<file path="src/hw/rtl/serial_rgb_led_fader_top_assert.svh">
// ----------------------------------------------------------------------------
// serial_rgb_led_fader_top_assert.svh
// Assertion macros shared by the RGB LED fader RTL.
// ----------------------------------------------------------------------------
`ifndef SERIAL_RGB_LED_FADER_TOP_ASSERT_SVH
`define SERIAL_RGB_LED_FADER_TOP_ASSERT_SVH

`ifndef ASSERT_OFF
// property must hold at every clock edge outside reset
`define SRLF_ASSERT_ALWAYS(lbl, clk, rst, prop, msg) \
   lbl: assert property (@(posedge clk) disable iff (rst) (prop)) else $error(msg);
// consequent must hold in the cycle after the antecedent
`define SRLF_ASSERT_NEXT(lbl, clk, rst, ante, cons, msg) \
   lbl: assert property (@(posedge clk) disable iff (rst) (ante) |=> (cons)) else $error(msg);
`else
`define SRLF_ASSERT_ALWAYS(lbl, clk, rst, prop, msg)
`define SRLF_ASSERT_NEXT(lbl, clk, rst, ante, cons, msg)
`endif

`endif

</file>
<file path="src/hw/rtl/srlf_pkg.sv">
`timescale 1ns / 1ps
`default_nettype none
// ----------------------------------------------------------------------------
// srlf_pkg
// Types, character codes and colour table for the RGB LED fader.
// ----------------------------------------------------------------------------
package srlf_pkg;

   // item kinds
   localparam logic KIND_BYTE = 1'b0;
   localparam logic KIND_TICK = 1'b1;

   // characters
   localparam logic [7:0] CH_CR    = 8'd13;
   localparam logic [7:0] CH_ZERO  = 8'd48;
   localparam logic [7:0] CH_R_UP  = 8'h52;
   localparam logic [7:0] CH_R_LO  = 8'h72;
   localparam logic [7:0] CH_G_UP  = 8'h47;
   localparam logic [7:0] CH_G_LO  = 8'h67;
   localparam logic [7:0] CH_B_UP  = 8'h42;
   localparam logic [7:0] CH_B_LO  = 8'h62;
   localparam logic [7:0] CH_D_UP  = 8'h44;
   localparam logic [7:0] CH_D_LO  = 8'h64;

   localparam logic [7:0] DIGIT_SCALE = 8'd10;
   localparam logic [7:0] PEAK_RESET  = 8'd100;
   localparam logic [7:0] LEVEL_MAX   = 8'd255;
   localparam logic [2:0] HUE_COUNT   = 3'd7;
   localparam logic [2:0] HUE_LAST    = 3'd6;

   // duty channel slots
   localparam int DUTY_RED   = 0;
   localparam int DUTY_GREEN = 1;
   localparam int DUTY_BLUE  = 2;

   typedef enum logic [2:0] {
      OP_NONE,
      OP_RED,
      OP_GREEN,
      OP_BLUE,
      OP_DEMO
   } cmd_op_type;

   typedef struct packed {
      logic       exec;
      cmd_op_type op;
      logic [7:0] value;
   } cmd_type;

   // colour mix per hue slot: bit0 red, bit1 green, bit2 blue
   function automatic logic [2:0] hue_mix(input logic [2:0] slot);
      logic [2:0] mix;
      case (slot)
         3'd0:    mix = 3'b001;
         3'd1:    mix = 3'b010;
         3'd2:    mix = 3'b100;
         3'd3:    mix = 3'b011;
         3'd4:    mix = 3'b110;
         3'd5:    mix = 3'b101;
         default: mix = 3'b111;
      endcase
      return mix;
   endfunction

endpackage
`default_nettype wire

</file>
<file path="src/hw/rtl/srlf_cmd.sv">
`timescale 1ns / 1ps
`default_nettype none
`include "serial_rgb_led_fader_top_assert.svh"
// ----------------------------------------------------------------------------
// srlf_cmd
// Command store, fill count and command decode on carriage return.
// ----------------------------------------------------------------------------
module srlf_cmd #(
   parameter int CMD_DEPTH = 6
) (
   input  wire logic             clock,
   input  wire logic             reset,
   input  wire logic             step,
   input  wire logic [7:0]       rx_byte,
   output srlf_pkg::cmd_type     cmd
);
   import srlf_pkg::*;

   localparam int FILL_W = $clog2(CMD_DEPTH + 1);
   localparam int IDX_W  = $clog2(CMD_DEPTH);

   logic [FILL_W-1:0] fill_ff, fill_in;
   logic [7:0]        store_ff [CMD_DEPTH];
   logic [7:0]        view [3];
   logic [IDX_W-1:0]  wr_idx;
   logic              is_cr, has_room;
   logic [7:0]        d1, d2;

   assign is_cr    = (rx_byte == CH_CR);
   assign has_room = (fill_ff < FILL_W'(CMD_DEPTH));
   assign wr_idx   = fill_ff[IDX_W-1:0];

   always_comb begin
      fill_in = fill_ff;
      if (step) begin
         if (is_cr) begin
            fill_in = '0;
         end else if (has_room) begin
            fill_in = fill_ff + FILL_W'(1);
         end
      end
   end

   always_ff @(posedge clock) begin
      if (reset) begin
         fill_ff <= '0;
         for (int i = 0; i < CMD_DEPTH; i++) begin
            store_ff[i] <= '0;
         end
      end else begin
         fill_ff <= fill_in;
         if (step && has_room) begin
            store_ff[wr_idx] <= is_cr ? 8'd0 : rx_byte;
         end
      end
   end

   // first three entries as seen after the terminating zero is written
   always_comb begin
      for (int i = 0; i < 3; i++) begin
         view[i] = (fill_ff == FILL_W'(i)) ? 8'd0 : store_ff[i];
      end
   end

   assign d1 = view[1] - CH_ZERO;
   assign d2 = view[2] - CH_ZERO;

   always_comb begin
      cmd.exec  = step && is_cr;
      cmd.value = 8'(d1 * DIGIT_SCALE) + d2;
      unique case (view[0]) inside
         CH_R_UP, CH_R_LO: cmd.op = OP_RED;
         CH_G_UP, CH_G_LO: cmd.op = OP_GREEN;
         CH_B_UP, CH_B_LO: cmd.op = OP_BLUE;
         CH_D_UP, CH_D_LO: cmd.op = OP_DEMO;
         default:          cmd.op = OP_NONE;
      endcase
   end

   `SRLF_ASSERT_ALWAYS(a_fill_bound, clock, reset, fill_ff <= FILL_W'(CMD_DEPTH), "fill past store")

endmodule
`default_nettype wire

</file>
<file path="src/hw/rtl/srlf_fade.sv">
`timescale 1ns / 1ps
`default_nettype none
`include "serial_rgb_led_fader_top_assert.svh"
// ----------------------------------------------------------------------------
// srlf_fade
// Demo mode flag, fade level and hue, and the three duty registers.
// ----------------------------------------------------------------------------
module srlf_fade (
   input  wire logic              clock,
   input  wire logic              reset,
   input  wire logic              tick,
   input  wire srlf_pkg::cmd_type cmd,
   input  wire logic [7:0]        fade_peak,
   output logic [7:0]             red_duty,
   output logic [7:0]             green_duty,
   output logic [7:0]             blue_duty,
   output logic                   demo_active
);
   import srlf_pkg::*;

   logic       demo_ff, demo_in;
   logic [7:0] level_ff, level_in;
   logic       rising_ff, rising_in;
   logic [2:0] hue_ff, hue_in;
   logic [7:0] duty_ff [3];
   logic [7:0] duty_in [3];
   logic [2:0] mix;

   always_comb begin
      demo_in   = demo_ff;
      level_in  = level_ff;
      rising_in = rising_ff;
      hue_in    = hue_ff;
      duty_in   = duty_ff;
      mix       = hue_mix(hue_ff);
      if (cmd.exec) begin
         if (demo_ff) begin
            if (cmd.op == OP_DEMO) begin
               demo_in   = 1'b0;
               level_in  = '0;
               rising_in = 1'b1;
               hue_in    = '0;
               for (int k = 0; k < 3; k++) begin
                  duty_in[k] = '0;
               end
            end
         end else begin
            case (cmd.op)
               OP_RED:   duty_in[DUTY_RED]   = cmd.value;
               OP_GREEN: duty_in[DUTY_GREEN] = cmd.value;
               OP_BLUE:  duty_in[DUTY_BLUE]  = cmd.value;
               OP_DEMO:  demo_in             = 1'b1;
               default:  ;
            endcase
         end
      end else if (tick && demo_ff) begin
         if (rising_ff) begin
            level_in = (level_ff != LEVEL_MAX) ? level_ff + 8'd1 : level_ff;
            if (level_in >= fade_peak) begin
               rising_in = 1'b0;
            end
         end else begin
            level_in = (level_ff != 8'd0) ? level_ff - 8'd1 : 8'd0;
            if (level_in == 8'd0) begin
               rising_in = 1'b1;
               hue_in    = (hue_ff == HUE_LAST) ? 3'd0 : hue_ff + 3'd1;
            end
         end
         mix = hue_mix(hue_in);
         for (int k = 0; k < 3; k++) begin
            duty_in[k] = mix[k] ? level_in : 8'd0;
         end
      end
   end

   always_ff @(posedge clock) begin
      if (reset) begin
         demo_ff   <= 1'b0;
         level_ff  <= '0;
         rising_ff <= 1'b1;
         hue_ff    <= '0;
         for (int k = 0; k < 3; k++) begin
            duty_ff[k] <= '0;
         end
      end else begin
         demo_ff   <= demo_in;
         level_ff  <= level_in;
         rising_ff <= rising_in;
         hue_ff    <= hue_in;
         duty_ff   <= duty_in;
      end
   end

   assign red_duty    = duty_ff[DUTY_RED];
   assign green_duty  = duty_ff[DUTY_GREEN];
   assign blue_duty   = duty_ff[DUTY_BLUE];
   assign demo_active = demo_ff;

   // fade state is parked whenever demo mode is off
   `SRLF_ASSERT_ALWAYS(a_idle_fade, clock, reset, demo_ff || (level_ff == 8'd0 && rising_ff && hue_ff == 3'd0), "fade state not parked")
   `SRLF_ASSERT_ALWAYS(a_hue_range, clock, reset, hue_ff < HUE_COUNT, "hue slot out of range")

endmodule
`default_nettype wire

</file>
<file path="src/hw/rtl/serial_rgb_led_fader_top.sv">
`timescale 1ns / 1ps
`default_nettype none
`include "serial_rgb_led_fader_top_assert.svh"
// An item accepted into the input register shows its result once it moves on to the result slot.
// Throughput: one item per cycle while rsp_stall is low; the input register refills while the result waits.
// Each item passes input register -> command/fade logic -> state and result registers.
// Reset (synchronous, active high) clears the pipeline, command store, fade state,
// duties and demo flag, and loads fade_peak with 100.
// ----------------------------------------------------------------------------
// serial_rgb_led_fader_top
// Serial command RGB LED duty controller with an automatic colour fade demo.
// ----------------------------------------------------------------------------
module serial_rgb_led_fader_top #(
   parameter int CMD_DEPTH = 6
) (
   input  wire logic       clock,
   input  wire logic       reset,
   // input items
   input  wire logic       req_valid,
   output logic            req_stall,
   input  wire logic       req_kind,
   input  wire logic [7:0] req_rx_byte,
   // result items
   output logic            rsp_valid,
   input  wire logic       rsp_stall,
   output logic [7:0]      rsp_red_duty,
   output logic [7:0]      rsp_green_duty,
   output logic [7:0]      rsp_blue_duty,
   output logic            rsp_demo_active,
   output logic            rsp_echo_valid,
   output logic [7:0]      rsp_echo_byte,
   // fade_peak register
   input  wire logic       csr_valid,
   output logic            csr_ready,
   input  wire logic [7:0] csr_data
);
   import srlf_pkg::*;

   // input register
   logic       in_valid_ff, in_valid_in;
   logic       in_kind_ff;
   logic [7:0] in_byte_ff;

   // result register (duties and demo flag live in the fade unit)
   logic       out_valid_ff, out_valid_in;
   logic       echo_valid_ff;
   logic [7:0] echo_byte_ff;

   logic [7:0] fade_peak_ff;

   logic       req_take, out_free, advance;
   logic       cmd_step, fade_tick;
   cmd_type    cmd;

   // The result slot can be loaded when empty or being emptied this cycle.
   // State only moves on together with the result slot, so a stalled result
   // keeps showing the state as that item left it.
   assign out_free  = !out_valid_ff || !rsp_stall;
   assign advance   = in_valid_ff && out_free;
   assign req_stall = in_valid_ff && !out_free;
   assign req_take  = req_valid && !req_stall;

   assign cmd_step  = advance && (in_kind_ff == KIND_BYTE);
   assign fade_tick = advance && (in_kind_ff == KIND_TICK);

   always_comb begin
      in_valid_in = in_valid_ff;
      if (req_take) begin
         in_valid_in = 1'b1;
      end else if (advance) begin
         in_valid_in = 1'b0;
      end
   end

   always_comb begin
      out_valid_in = out_valid_ff;
      if (advance) begin
         out_valid_in = 1'b1;
      end else if (out_free) begin
         out_valid_in = 1'b0;
      end
   end

   always_ff @(posedge clock) begin
      if (reset) begin
         in_valid_ff  <= 1'b0;
         out_valid_ff <= 1'b0;
      end else begin
         in_valid_ff  <= in_valid_in;
         out_valid_ff <= out_valid_in;
      end
   end

   always_ff @(posedge clock) begin
      if (req_take) begin
         in_kind_ff <= req_kind;
         in_byte_ff <= req_rx_byte;
      end
      if (advance) begin
         echo_valid_ff <= (in_kind_ff == KIND_BYTE);
         echo_byte_ff  <= (in_kind_ff == KIND_BYTE) ? in_byte_ff : 8'd0;
      end
   end

   // configuration: always ready; to be written only while idle, which the block does not enforce
   assign csr_ready = 1'b1;

   always_ff @(posedge clock) begin
      if (reset) begin
         fade_peak_ff <= PEAK_RESET;
      end else if (csr_valid && csr_ready) begin
         fade_peak_ff <= csr_data;
      end
   end

   // command collection and decode
   srlf_cmd #(
      .CMD_DEPTH (CMD_DEPTH)
   ) u_cmd (
      .clock   (clock),
      .reset   (reset),
      .step    (cmd_step),
      .rx_byte (in_byte_ff),
      .cmd     (cmd)
   );

   // demo fade and duty registers
   srlf_fade u_fade (
      .clock       (clock),
      .reset       (reset),
      .tick        (fade_tick),
      .cmd         (cmd),
      .fade_peak   (fade_peak_ff),
      .red_duty    (rsp_red_duty),
      .green_duty  (rsp_green_duty),
      .blue_duty   (rsp_blue_duty),
      .demo_active (rsp_demo_active)
   );

   assign rsp_valid      = out_valid_ff;
   assign rsp_echo_valid = echo_valid_ff;
   assign rsp_echo_byte  = echo_byte_ff;

   // an item leaving the input register always lands in the result slot
   `SRLF_ASSERT_NEXT(a_advance_lands, clock, reset, advance, out_valid_ff, "item lost in transfer")
   // an item never passes the input register while the result slot is held
   `SRLF_ASSERT_ALWAYS(a_no_overrun, clock, reset, !(advance && out_valid_ff && rsp_stall), "result overrun")

endmodule
`default_nettype wire
</file>
<file path="config.mk">
export PLATFORM = sky130hd
export DESIGN_NAME = serial_rgb_led_fader_top
export DESIGN_NICKNAME = d
export VERILOG_FILES = /design/src/hw/rtl/srlf_pkg.sv /design/src/hw/rtl/srlf_cmd.sv /design/src/hw/rtl/srlf_fade.sv /design/src/hw/rtl/serial_rgb_led_fader_top.sv
export VERILOG_INCLUDE_DIRS = /design/src /design/src/hw/rtl
export SDC_FILE = /design/constraint.sdc
export NUM_CORES = 1
export LEC_CHECK = 0
export ABC_AREA = 1
export BUFFER_PORTS_ARGS = -buffer_cell sky130_fd_sc_hd__buf_2
export CAP_MARGIN = 15
export CORE_ASPECT_RATIO = 0.8
export CORE_MARGIN = 1
export CORE_UTILIZATION = 35
export CTS_BUF_LIST = sky130_fd_sc_hd__clkbuf_8 sky130_fd_sc_hd__clkbuf_16
export DETAILED_ROUTE_END_ITERATION = 6
export PLACE_DENSITY = 0.55
export SETUP_SLACK_MARGIN = 0.3
export SYNTH_ARGS = -nofsm -noshare
export SYNTH_HDL_FRONTEND = slang
export SYNTH_SLANG_ARGS = --single-unit
</file>
<file path="constraint.sdc">
create_clock -name clock -period 5.1 [get_ports clock]
set_clock_uncertainty 0.15 [all_clocks]
set_input_delay 1.02 -clock clock [delete_from_list [all_inputs] [get_ports clock]]
set_output_delay 1.02 -clock clock [all_outputs]
set_load 0.01 [all_outputs]
</file>
==> results of run 1 <==
## where the power goes
group / internal [mW] / total [mW] / switching [mW]
sequential: 0.784 / 0.793 / 0.00952
clock: 0.445 / 0.744 / 0.299
combinational: 0.0571 / 0.149 / 0.0919
## tightest hold or removal path, cell delays in order, from the launching register on
cell and delay (ps):
dfxtp_1 300, inv_1 70, a21oi_1 60
## cell families after synthesis
logic type | after synthesis | synth area share (%)
compound gates | 113 | 12.72
xor+xnor | 14 | 2.308
fa+ha+maj | 36 | 8.759
buf+inv | 123 | 8.971
flops | 91 | 42.01
other cells | 1 | 0.07057
simple gates | 286 | 25.17
## synthesized netlist by cell type (2+ instances only)
cell | count | share of area [%]
a21oi_2 | 11 | 1.8
nand2_2 | 16 | 1.9
inv_1 | 96 | 6.8
dfxtp_1 | 50 | 19
o21ai_2 | 3 | 0.49
a31oi_1 | 10 | 1.2
nor4_1 | 3 | 0.35
nor3_1 | 19 | 1.8
nand3_2 | 3 | 0.57
buf_4 | 2 | 0.28
nand3_1 | 32 | 3.0
a21oi_1 | 27 | 2.5
o22ai_1 | 8 | 0.94
or2_2 | 3 | 0.35
o32ai_1 | 3 | 0.49
nor2_4 | 3 | 0.64
clkinv_1 | 3 | 0.21
nand4_1 | 5 | 0.59
nor2_1 | 89 | 6.3
nand2_1 | 97 | 6.9
xnor2_1 | 3 | 0.49
nor2_2 | 7 | 0.82
buf_2 | 5 | 0.47
xor2_1 | 11 | 1.8
ha_1 | 34 | 8.0
fa_1 | 2 | 0.75
o21ai_0 | 40 | 3.8
edfxtp_1 | 41 | 23
inv_2 | 12 | 0.85
nand2_4 | 3 | 0.64
clkbuf_1 | 4 | 0.28
o21ai_1 | 5 | 0.47
## state kept, by name, indices dropped and copies added, names as in the netlist, 3 cells and up
signal / cells
u_fade.level_ff: 8
u_fade.hue_ff: 3
rsp_echo_byte: 8
u_cmd.store_ff: 23
u_fade.blue_duty: 8
u_cmd.fill_ff: 3
u_fade.green_duty: 8
in_byte_ff: 8
u_fade.red_duty: 8
fade_peak_ff: 8
## cell type report
type                       instances  area, um^2
clock buffer                      11       275.3
sequential                        91        2232
multi-input combinational        450        2605
fill                            1497        8428
inverter                         112       421.7
clock inverter                     5       63.81
tap                              184       230.2
timing repair buffer              57       285.3
## metrics by stage
step	std cells	setup slack [ps]	total power [mW]	area (um^2)	util [%]
3_5_place_dp	894	1178	0.9601	5774	39.71
6_report	910	1178	1.686	6113	42.04
3_3_place_gp	894	1298	0.9575	5774	39.71
5_1_grt	910	882.3	1.756	6113	42.04
4_1_cts	910	1167	1.706	6113	42.04
2_1_floorplan	664	1519	0.9174	5314	-
## layout by cell type, fill, tap and decap left out, types with 27 or more instances in the layout
cell type	synthesis	final
nand2_1	97	97
inv_1	96	96
nor2_1	89	89
buf_2	5	57
dfxtp_1	50	50
edfxtp_1	41	41
o21ai_0	40	40
ha_1	34	34
nand3_1	32	32
a21oi_1	27	27
## routing by layer
| metal | GRT usage [%] | up-vias |
|---|---|---|
| li1 | - | 2288 |
| met1 | 25.65 | 2077 |
| met2 | 26.67 | 115 |
| met3 | 4.181 | 17 |
| met4 | 6.447 | 0 |
| met5 | 0 | - |
## worst max-delay path by stage
stage,to,slack (ps)
after floorplan,u_fade.red_duty[7]$_SDFFE_PP0P_,1520
final,u_fade.red_duty[7]$_SDFFE_PP0P_,1180
after global placement,u_fade.red_duty[7]$_SDFFE_PP0P_,1300
after global routing,u_fade.green_duty[7]$_SDFFE_PP0P_,880
after detailed placement,u_fade.red_duty[7]$_SDFFE_PP0P_,1180
after CTS,u_fade.red_duty[7]$_SDFFE_PP0P_,1170
==> impl_metrics.env, run 1 <==
export IMPL_status="finished clean"
export IMPL_yosysSeqAreaShare_pct=42.01
export IMPL_die_h_um=112.2
export IMPL_path_buf_inv=7
export IMPL_hp_class="flop to flop"
export IMPL_num_vias=4497
export IMPL_wl_met2_um=5494
export IMPL_finalWirelength_um=13250
export IMPL_grtUsageTotal_pct=18.04
export IMPL_peakVddDrop_mv=0.1737
export IMPL_port_buffers=57
export IMPL_worst_slew_pin_slew_ps=1043
export IMPL_p_leak_nw=2.883
export IMPL_rows=39
export IMPL_crit_path_max_incr_delay_ps=530
export IMPL_synth_cell_area_mm2=0.005314
export IMPL_cts_buffer_depth=2
export IMPL_place_congestion=0.9133
export IMPL_dr_pass1_iters=5
export IMPL_synthDistinctLibCells=46
export IMPL_yosys_warnings=0
export IMPL_grt_max_degree=36
export IMPL_grt_pass1_vias=4306
export IMPL_drive_gt1_share_pct=19.28
export IMPL_postCtsSetupBuffers=0
export IMPL_setup_viol_count_final=0
export IMPL_hold_depth=2
export IMPL_syn_avg_cell_area_um2=8.003
export IMPL_cts_buffers=9
export IMPL_ant_nets=0
export IMPL_dieWidth_um=139.8
export IMPL_wl_met1_um=6748
export IMPL_synth_main_ff_cell="dfxtp_1"
export IMPL_ff2ff_path_depth=21
export IMPL_powerDensity_mw_per_mm2=275.8
export IMPL_setup_tns_final_ps=0
export IMPL_synth_edff_count=41
export IMPL_antenna_cells=0
export IMPL_r2r_start="u_cmd.fill_ff[1]$_SDFFE_PP0P_"
export IMPL_hold_buffers=0
export IMPL_ctsResizeCount=0
export IMPL_antenna_found_initial=0
export IMPL_postSynthNetCount=722
export IMPL_crit_family="adder cells"
export IMPL_period_share_pct=76.91
export IMPL_worstSetupEndpointType="flop"
export IMPL_max_freq_mhz=254.9
export IMPL_crit_chain="inv_1 > ha_1 > nand2_1 > inv_1 > nor2_1 > inv_1 > ha_1 > inv_1 > fa_1 > inv_1 > ha_1 > ha_1 > o21ai_0 > nand2_1 > a21oi_1 > inv_1 > or2_2 > nand3_1 > nand2_1 > inv_1 > a21oi_2"
export IMPL_finalCriticalPeriod_ps=3922
export IMPL_max_cap_violations=0
export IMPL_hold_path_endpoint="fade_peak_ff[7]$_SDFFE_PP0P_"
export IMPL_ff2ff_setup_slack_ps=1180
export IMPL_dp_final_hpwl_um=10290
export IMPL_crit_required_ps=5200
export IMPL_postSynth_asyncResetShare_pct=0
export IMPL_clockRootBuffer="clkbuf_16"
export IMPL_relSlewSlack_pct=30.39
export IMPL_io_pins=59
export IMPL_insertion_delay_ps=350
export IMPL_drt_initial_drc_count=362
export IMPL_cpMostUsedCell="inv_1"
export IMPL_rsz0062_at_grt="false"
export IMPL_syn_inst=664
export IMPL_post_drt_wl_per_cell_um=14.56
export IMPL_hold_ws_ps=319.8
export IMPL_dr_max_layer_used="met4"
export IMPL_viasPerCell=4.942
export IMPL_coreArea_mm2=0.01454
export IMPL_crit_fanout=7
export IMPL_startpoint_type="flop"
export IMPL_path_depth=21
export IMPL_layout_nets=779
export IMPL_die_area_mm2=0.01568
export IMPL_ys_seq_elements=91
export IMPL_clock_sinks=91
export IMPL_clk_pin_slew_ps=70
export IMPL_hold_violations=0
export IMPL_slowest_stage="fa_1"
export IMPL_start_util_pct=36.54
export IMPL_crit_path_start="u_cmd.fill_ff[1]$_SDFFE_PP0P_"
export IMPL_htree_levels=3
export IMPL_drc_errors=0
export IMPL_worstSetupPathType="flop to flop"
export IMPL_slew_violations=0
export IMPL_cp_data_arrival_time_ps=4020
export IMPL_cts_tree="done"
export IMPL_worstReg2RegEnd="u_fade.red_duty[7]$_SDFFE_PP0P_"
export IMPL_wl_met3_um=775
export IMPL_syn_to_final_growth_pct=15.05
export IMPL_grt_ovfl_total=0
export IMPL_grt_pass1_wl_um=21830
export IMPL_worstHoldStart="fade_peak_ff[7]$_SDFFE_PP0P_"
(Power assumes the default switching activity.)
==> run 2: changes to the inputs <==
--- a/config.mk
+++ b/config.mk
@@ -6,7 +6,7 @@
 export SDC_FILE = /design/constraint.sdc
 export NUM_CORES = 1
 export LEC_CHECK = 0
-export ABC_AREA = 1
+export ABC_AREA = 0
 export BUFFER_PORTS_ARGS = -buffer_cell sky130_fd_sc_hd__buf_2
 export CAP_MARGIN = 15
 export CORE_ASPECT_RATIO = 0.8
@@ -14,7 +14,7 @@
 export CORE_UTILIZATION = 35
 export CTS_BUF_LIST = sky130_fd_sc_hd__clkbuf_8 sky130_fd_sc_hd__clkbuf_16
 export DETAILED_ROUTE_END_ITERATION = 6
-export PLACE_DENSITY = 0.55
+export PLACE_DENSITY = 0.57
 export SETUP_SLACK_MARGIN = 0.3
 export SYNTH_ARGS = -nofsm -noshare
 export SYNTH_HDL_FRONTEND = slang
==> constraint.sdc (replaced) <==
create_clock -name clock -period 3.36 [get_ports clock]
set_clock_uncertainty 0.15 [all_clocks]
set_input_delay 0.672 -clock clock [delete_from_list [all_inputs] [get_ports clock]]
set_output_delay 0.672 -clock clock [all_outputs]
set_load 0.01 [all_outputs]
==> impl_metrics.env, run 2 <==
export IMPL_num_vias=4194
export IMPL_clk_pin_slew_ps=70
export IMPL_htree_levels=3
export IMPL_max_cap_violations=0
export IMPL_path_depth=18
export IMPL_dp_slack_ps=61.23
export IMPL_die_area_mm2=0.01501
export IMPL_cts_tree="done"
export IMPL_p_leak_nw=2.527
export IMPL_grt_pass1_vias=3948
export IMPL_setup_viol_count_final=0
export IMPL_cpMostUsedCell="xnor2_1"
export IMPL_setup_ws_ps=51.51
export IMPL_yosysSeqAreaShare_pct=43.32
export IMPL_slowest_stage="dfxtp_4"
export IMPL_cp_data_arrival_time_ps=3440
export IMPL_hp_class="flop to flop"
export IMPL_cts_buffers=9
export IMPL_postSynthNetCount=595
export IMPL_startpoint_type="flop"
export IMPL_dr_pass1_iters=5
export IMPL_antenna_found_initial=0
export IMPL_slew_violations=0
export IMPL_crit_family="adder cells"
export IMPL_viasPerCell=5.336
export IMPL_setup_tns_final_ps=0
export IMPL_crit_required_ps=3490
export IMPL_grtUsageTotal_pct=18.54
export IMPL_worstSetupEndpointType="flop"
export IMPL_max_freq_mhz=302.3
export IMPL_relSlewSlack_pct=35.66
export IMPL_nFillCells=1345
export IMPL_ys_seq_elements=90
export IMPL_syn_to_final_growth_pct=22.32
export IMPL_layout_nets=659
export IMPL_crit_fanout=6
export IMPL_insertion_delay_ps=350
export IMPL_drc_errors=0
export IMPL_ff2ff_path_depth=18
export IMPL_synth_edff_count=40
export IMPL_crit_path_max_incr_delay_ps=350
export IMPL_rsz0062_at_grt="true"
export IMPL_postSynth_asyncResetShare_pct=0
export IMPL_start_util_pct=36.62
export IMPL_synthDistinctLibCells=63
export IMPL_synth_top_cell_by_area="edfxtp_1"
export IMPL_clockRootBuffer="clkbuf_16"
export IMPL_synth_area_top_cells="edfxtp_1, dfxtp_1, ha_1"
export IMPL_clock_sinks=90
export IMPL_grt_ovfl_total=0
export IMPL_grt_max_degree=22
export IMPL_yosys_warnings=0
export IMPL_dp_final_hpwl_um=9667
export IMPL_worstSetupPathType="flop to flop"
export IMPL_period_share_pct=98.47
export IMPL_dieWidth_um=136.7
export IMPL_syn_inst=537
export IMPL_coreArea_mm2=0.01388
export IMPL_ant_nets=0
export IMPL_rows=38
export IMPL_die_h_um=109.8
export IMPL_drive_gt1_share_pct=25.41
export IMPL_layout_common_cells="buf_2, nor2_1, dfxtp_1"
export IMPL_antenna_cells=0
export IMPL_path_buf_inv=3
export IMPL_syn_avg_cell_area_um2=9.467
export IMPL_largest_reg_flops=22
export IMPL_synth_main_ff_cell="dfxtp_1"
export IMPL_hold_violations=0
export IMPL_regMostFlops="u_cmd.store_ff"
export IMPL_hold_depth=2
export IMPL_drt_initial_drc_count=324
export IMPL_powerDensity_mw_per_mm2=396.2
export IMPL_finalWirelength_um=13120
export IMPL_place_congestion=0.8670
export IMPL_synth_top_area_share_pct=23.63
export IMPL_cts_buffer_depth=2
export IMPL_ys_top_cells_by_count="dfxtp_1, nor2_1, a21oi_1, edfxtp_1"
export IMPL_post_drt_wl_per_cell_um=16.69
export IMPL_port_buffers=57
export IMPL_peakVddDrop_mv=0.2526
export IMPL_final_common_cell="buf_2"
export IMPL_hold_buffers=0
export IMPL_hold_ws_ps=346.4
export IMPL_worst_slew_pin_slew_ps=955.1
export IMPL_synth_cell_area_mm2=0.005084
export IMPL_finalCriticalPeriod_ps=3308
export IMPL_status="finished clean"
export IMPL_crit_chain="inv_4 > ha_4 > nand2b_4 > and2_4 > ha_4 > ha_4 > inv_2 > fa_2 > xor2_1 > ha_2 > xor2_2 > xnor2_1 > xnor2_1 > xnor2_1 > xnor2_1 > nand2_1 > buf_4 > a31oi_1"
export IMPL_grt_pass1_wl_um=20700
export IMPL_io_pins=59
[run 2: cell types whose count changed after synthesis, moves of 10 or more]
cell,change
a21oi_1,+14
a21oi_2,-10
and2_1,+27
and3_1,+14
inv_1,-62
inv_2,-12
nand2_1,-66
nand2_2,-16
nand3_1,-17
nor2_1,-39
nor2b_1,+13
nor3_1,-11
o21ai_0,-15
[run 2: per-layer routing]
metal / GRT usage [%] / share of wire, % / vias to the layer above
met2: 29.30 / 45 / 107
met4: 5.556 / 1.5 / 0
met5: 0 / 0 / -
met3: 5.256 / 5.2 / 15
met1: 24.52 / 49 / 2014
li1: - / - / 2058
[run 2: power by group]
group          leakage [nW]  switching, mW  internal (mW)  total (mW)
registers             0.809         0.0221           1.17        1.20
logic                  1.57          0.137          0.129       0.265
clock network         0.150          0.454          0.547        1.00
[run 2: path summary, 6_finish.rpt]
kind / start / endpoint / slack (ps)
max: u_cmd.fill_ff[1]$_SDFFE_PP0P_ / u_fade.green_duty[7]$_SDFFE_PP0P_ / 50
min reg2reg: in_valid_ff$_SDFFE_PP0P_ / rsp_valid$_SDFFE_PP0P_ / 350
max reg2reg: u_cmd.fill_ff[1]$_SDFFE_PP0P_ / u_fade.green_duty[7]$_SDFFE_PP0P_ / 50
min: in_valid_ff$_SDFFE_PP0P_ / rsp_valid$_SDFFE_PP0P_ / 350
[run 2: layout make-up]
class	count	area, um^2	share of cell area, %
multi-input cells	388	2924	47.02
flip-flops and latches	90	2208	35.51
well taps	180	225.2	3.622
clock buffers	10	250.2	4.024
clock inverters	6	37.54	0.6036
inverters	34	130.1	2.093
repair buffers	78	442.9	7.123
[run 2: timing repair]
action | 4_1_cts | 5_1_grt
setup buffers | 1 | 5
gates cloned | 0 | 0
endpoints found under the setup margin | 10 | 25
pin swaps | 3 | 13
gates resized for setup | 6 | 22
[run 2: logic make-up after synthesis]
logic type / synth area share, %
compound gates: 17.03
fa+ha+maj: 9.156
mux: 2.707
xor+xnor: 2.756
other cells: 0.07377
flops: 43.32
buf+inv: 4.873
simple gates: 20.08
[run 2: worst min-delay path, stage by stage (launching register included)]
cell and delay [ps]:
dfxtp_1 340, a21oi_1 40, nor2_1 80
[run 2: stage by stage]
stage	power, mW	cells	util (%)	instance area, um^2
final	2.464	786	44.79	6218
after global routing	2.562	786	44.79	6218
after floorplan	1.401	537	-	5234
after detailed placement	1.472	764	41.31	5736
after global placement	1.463	764	41.31	5736
after CTS	2.481	781	43.66	6061
